--- config.mk ---
export PLATFORM = sky130hd
export DESIGN_NAME = pfa_word_search
export DESIGN_NICKNAME = d
export VERILOG_FILES = /design/src/hw/rtl/pfa_pkg.sv /design/src/hw/rtl/pfa_word_search.sv
export SDC_FILE = /design/constraint.sdc
export NUM_CORES = 1
export LEC_CHECK = 0
export BUFFER_PORTS_ARGS = -buffer_cell sky130_fd_sc_hd__buf_2
export CORE_ASPECT_RATIO = 1.75
export CORE_MARGIN = 2
export CORE_UTILIZATION = 55
export DETAILED_ROUTE_END_ITERATION = 7
export PLACE_DENSITY = 0.9
export SKIP_LAST_GASP = 1
export SYNTH_ARGS = -nofsm -noshare
export SYNTH_HDL_FRONTEND = slang
export SYNTH_SLANG_ARGS = --single-unit
export TNS_END_PERCENT = 20
--- constraint.sdc ---
create_clock -name vclk -period 3.2
set_input_delay 0.64 -clock vclk [all_inputs]
set_output_delay 0.64 -clock vclk [all_outputs]
set_load 0.05 [all_outputs]
--- src/hw/rtl/pfa_pkg.sv ---
// Shared types and codes for the page frame allocator.
package pfa_pkg;

  localparam int unsigned INDEX_RANGE = 4096;
  localparam int unsigned BIT_IDX_W   = 6;

  typedef enum logic [1:0] {
    ST_OK          = 2'd0,
    ST_OOM         = 2'd1,
    ST_DOUBLE_FREE = 2'd2,
    ST_RANGE       = 2'd3
  } pfa_status_e;

  typedef enum logic {
    MODE_ALLOC = 1'b0,
    MODE_FREE  = 1'b1
  } pfa_mode_e;

  typedef struct packed {
    logic                 first_word;
    logic                 last_word;
    logic [BIT_IDX_W-1:0] lo_bit;
    logic [BIT_IDX_W-1:0] hi_bit;
  } search_req_t;

  typedef struct packed {
    logic                 found;
    logic [BIT_IDX_W-1:0] bit_idx;
  } search_res_t;

endpackage

--- src/hw/rtl/pfa_word_search.sv ---
// Masked first-free-bit search over one used-map word.
module pfa_word_search #(
  parameter int unsigned WORD_BITS = 64
) (
  input  logic [WORD_BITS-1:0] word_i,
  input  pfa_pkg::search_req_t req_i,
  output pfa_pkg::search_res_t res_o
);

  localparam logic [WORD_BITS-1:0] Ones = {WORD_BITS{1'b1}};

  logic [WORD_BITS-1:0] lo_mask;
  logic [WORD_BITS-1:0] hi_mask;
  logic [WORD_BITS-1:0] cand;

  assign lo_mask = req_i.first_word ? (Ones << req_i.lo_bit) : Ones;
  assign hi_mask = req_i.last_word ? ~((Ones << req_i.hi_bit) << 1) : Ones;
  assign cand    = ~word_i & lo_mask & hi_mask;

  always_comb begin
    res_o.found   = |cand;
    res_o.bit_idx = '0;
    for (int b = WORD_BITS - 1; b >= 0; b--) begin
      if (cand[b]) begin
        res_o.bit_idx = pfa_pkg::BIT_IDX_W'(b);
      end
    end
  end

endmodule

==> results_dict.tcl, run 1 <==
set metrics [dict create \
    outcome "stopped before the end" \
    haltStage "global routing" \
    tool.error "[ERROR GRT-0116] Global routing finished with congestion. Check the congestion regions in the DRC Viewer." \
    die_w_um 59.2 \
    grt_pass1_wl_um 39400 \
    syn_inst 451 \
    die_h_um 101 \
    overflow 252 \
    dp.final_hpwl_um 13800 \
    synth_common_cells "nand2_1, a21oi_1, o21ai_0" \
    yosysTopAreaCell "a211oi_1" \
    ys_types 79 \
    synth.avg_cell_area_um2 6.51 \
    synth_top_area_share_pct 5.88 \
    track_usage_pct 86.1 \
    cts_hold_buf 0 \
    synth_area_leaders "a211oi_1, a21oi_1, nand2_1" \
    row_count 35 \
    synth.most_common_cell "nand2_1" \
    synth_area_mm2 0.00294 \
    seq_area_frac_synth_pct 0 \
    gp_congestion 1.20 \
    synth_nets 529 \
    grt_pass1_vias 6912 \
    dp_slack_ns -0.510 \
    grt_max_degree 21 \
    port-buffer-count 85 \
    synth_warnings 0 \
    ios 85 \
    initial_core_util_pct 56.3 \
]
through the flow:
stage                     cell area (um^2)  instances  hold slack [ns]
after floorplan                       2960        451             1.76
after global placement                4600        726             2.02
after detailed placement              4600        726             2.06
after CTS                             4920        729             1.98
metal layers:
| metal | GRT overflow | track usage [%] |
|---|---|---|
| met1 | 4 | 81.6 |
| met2 | 158 | 110 |
| met4 | 90 | 102 |
| met3 | 0 | 56.7 |
| met5 | 0 | 0 |
timing repair:
item / CTS
endpoints found under the setup margin: 7
pin swaps: 14
gates resized for setup: 70
setup buffers: 3
cell families after synthesis:
group	Yosys count	synth area share, %
simple gates	168	31.0
buf+inv	50	9.51
compound gates	233	59.5
==> run 2: changes to the inputs <==
--- a/config.mk
+++ b/config.mk
@@ -6,11 +6,10 @@
 export NUM_CORES = 1
 export LEC_CHECK = 0
 export BUFFER_PORTS_ARGS = -buffer_cell sky130_fd_sc_hd__buf_2
-export CORE_ASPECT_RATIO = 1.75
 export CORE_MARGIN = 2
-export CORE_UTILIZATION = 55
+export CORE_UTILIZATION = 40
 export DETAILED_ROUTE_END_ITERATION = 7
-export PLACE_DENSITY = 0.9
+export PLACE_DENSITY_LB_ADDON = 0.15
 export SKIP_LAST_GASP = 1
 export SYNTH_ARGS = -nofsm -noshare
 export SYNTH_HDL_FRONTEND = slang
==> run 2 against run 1 <==
Effect of this change:
- the flow now finishes, with violations (negative setup slack)
- area after synthesis stayed put
- synthesized cell count unchanged
==> results_dict.tcl, run 2 <==
set metrics [dict create \
    outcome "finished, violations left" \
    violations "negative setup slack" \
    row_count 31 \
    grt_setup_unrepaired "true" \
    overflow 0 \
    grt_pass1_wl_um 24100 \
    cts_hold_buf 0 \
    register_area_um2 0 \
    cp-end-kind "output port" \
    antenna_found_initial 1 \
    layout.cells.non_filler 799 \
    period_needed_ns 3.54 \
    grt_max_degree 16 \
    drt_first_pass_iters 7 \
    dieArea_mm2 0.00804 \
    wirelength_um 17400 \
    max_stage_delay_ns 0.34 \
    num-fill-cells 532 \
    port-buffer-count 85 \
    dp.final_hpwl_um 12900 \
    synth.most_common_cell "nand2_1" \
    ios 85 \
    dr.first_iter.drc_count 482 \
    seq_cell_count 0 \
    track_usage_pct 39.3 \
    nets 780 \
    synth_nets 529 \
    areaGrowthSynthToFinish_pct 89.0 \
    fmax_mhz 282 \
    core_area_mm2 0.00718 \
    cp_top_family "buffers and inverters" \
    powerDensity_mw_per_mm2 174 \
    synth.avg_cell_area_um2 6.51 \
    leakage_nw 2.38 \
    synth_top_area_share_pct 5.88 \
    vdd_drop_max_uv 83.6 \
    gp_congestion 1.02 \
    synth_common_cells "nand2_1, a21oi_1, o21ai_0" \
    vias 5265 \
    multi_input_area_mm2 0.00313 \
    holdCritPathClass "in -> out" \
    drc 0 \
    slowest_stage "nand4_1" \
    cap_violations 0 \
    die_w_um 89.7 \
    power_mw 0.966 \
    ant_nets 0 \
    path_cells "buf_12 -> buf_6 -> nor3b_4 -> buf_12 -> a21boi_4 -> buf_6 -> a211oi_2 -> o21ai_2 -> nand4_1 -> buf_4 -> a211oi_4 -> a211oi_4 -> buf_6" \
    hold_viol_final 0 \
    cp.arrival_ns 2.90 \
    num_antenna_cells 0 \
    drv_slew 0 \
    cp_common_cell "buf_6" \
    grt_pass1_vias 4771 \
    nClkBuffers 0 \
    final_common_cell "buf_4" \
    yosysTopAreaCell "a211oi_1" \
    layout_common_cells "buf_4, buf_2, nand2_1, a21oi_1, buf_6" \
    syn_inst 451 \
    required_ns 2.56 \
    maxSlewHeadroom_pct 64.0 \
    post_drt_wl_per_cell_um 21.8 \
    synth_area_leaders "a211oi_1, a21oi_1, nand2_1" \
    crit_buf_inv 6 \
    layout_setup_ws_ns -0.342 \
    fin_crit_sh_pct 111 \
    critPathKind "in -> out" \
    worstPathMaxFanout 8 \
    worst_slew_pin_slew_ns 0.535 \
    holdWs_ns 2.04 \
    drive_gt1_share_pct 55.7 \
    start_kind "primary input" \
    ys_types 79 \
    synth_warnings 0 \
    viasPerCell 6.59 \
    finalSetupViolCount 7 \
    die_h_um 89.7 \
    seq_area_frac_synth_pct 0 \
    dp_cells 779 \
    initial_core_util_pct 40.9 \
    synth_area_mm2 0.00294 \
]
run 2: report_power, final:
part | internal (mW) | leakage, nW | switching (mW)
clock network | 0 | 0 | 0
logic | 0.459 | 2.38 | 0.507
registers | 0 | 0 | 0
run 2: final cells by class:
type | count | share of cell area (%)
Inverter | 5 | 0.338
Multi-Input combinational cell | 401 | 56.5
Tap cell | 99 | 2.23
Timing Repair Buffer | 294 | 40.9
run 2: repair_timing:
action / 4_1_cts / 5_1_grt
gates cloned: 1 / 1
setup buffers: 8 / 10
gates resized for setup: 76 / 68
pin swaps: 24 / 23
endpoints found under the setup margin: 7 / 7
run 2: path summary, 6_finish.rpt:
kind	from	end	slack, ns	depth (start not counted)
setup / recovery	req_i[4]	res_o[0]	-0.34	13
hold / removal	word_i[23]	res_o[0]	2.04	6
run 2: metal layers:
layer	wire (um)	track usage, %	vias up
li1	-	-	2323
met1	6510	45.6	2394
met2	7950	67.0	416
met3	1550	6.76	132
met5	0	0	-
met4	1400	23.9	0
run 2: kinds of logic after synthesis:
group / share of synthesized area, %
and+or+nand+nor: 31.0
AOI/OAI and AO/OA: 59.5
buffers and inverters: 9.51
run 2: stage by stage:
| step | util, % | cell area (um^2) | TNS (ns) | worst slack [ns] |
|---|---|---|---|---|
| after floorplan | - | 2960 | -0.216 | -0.0899 |
| after global placement | 65.9 | 4730 | -2.66 | -0.474 |
| after detailed placement | 65.9 | 4730 | -2.72 | -0.505 |
| after CTS | 71.5 | 5130 | -1.41 | -0.228 |
| after global routing | 77.3 | 5550 | -2.61 | -0.410 |
| final | 77.3 | 5550 | -1.74 | -0.342 |
Power figures use the tool's default switching activity.
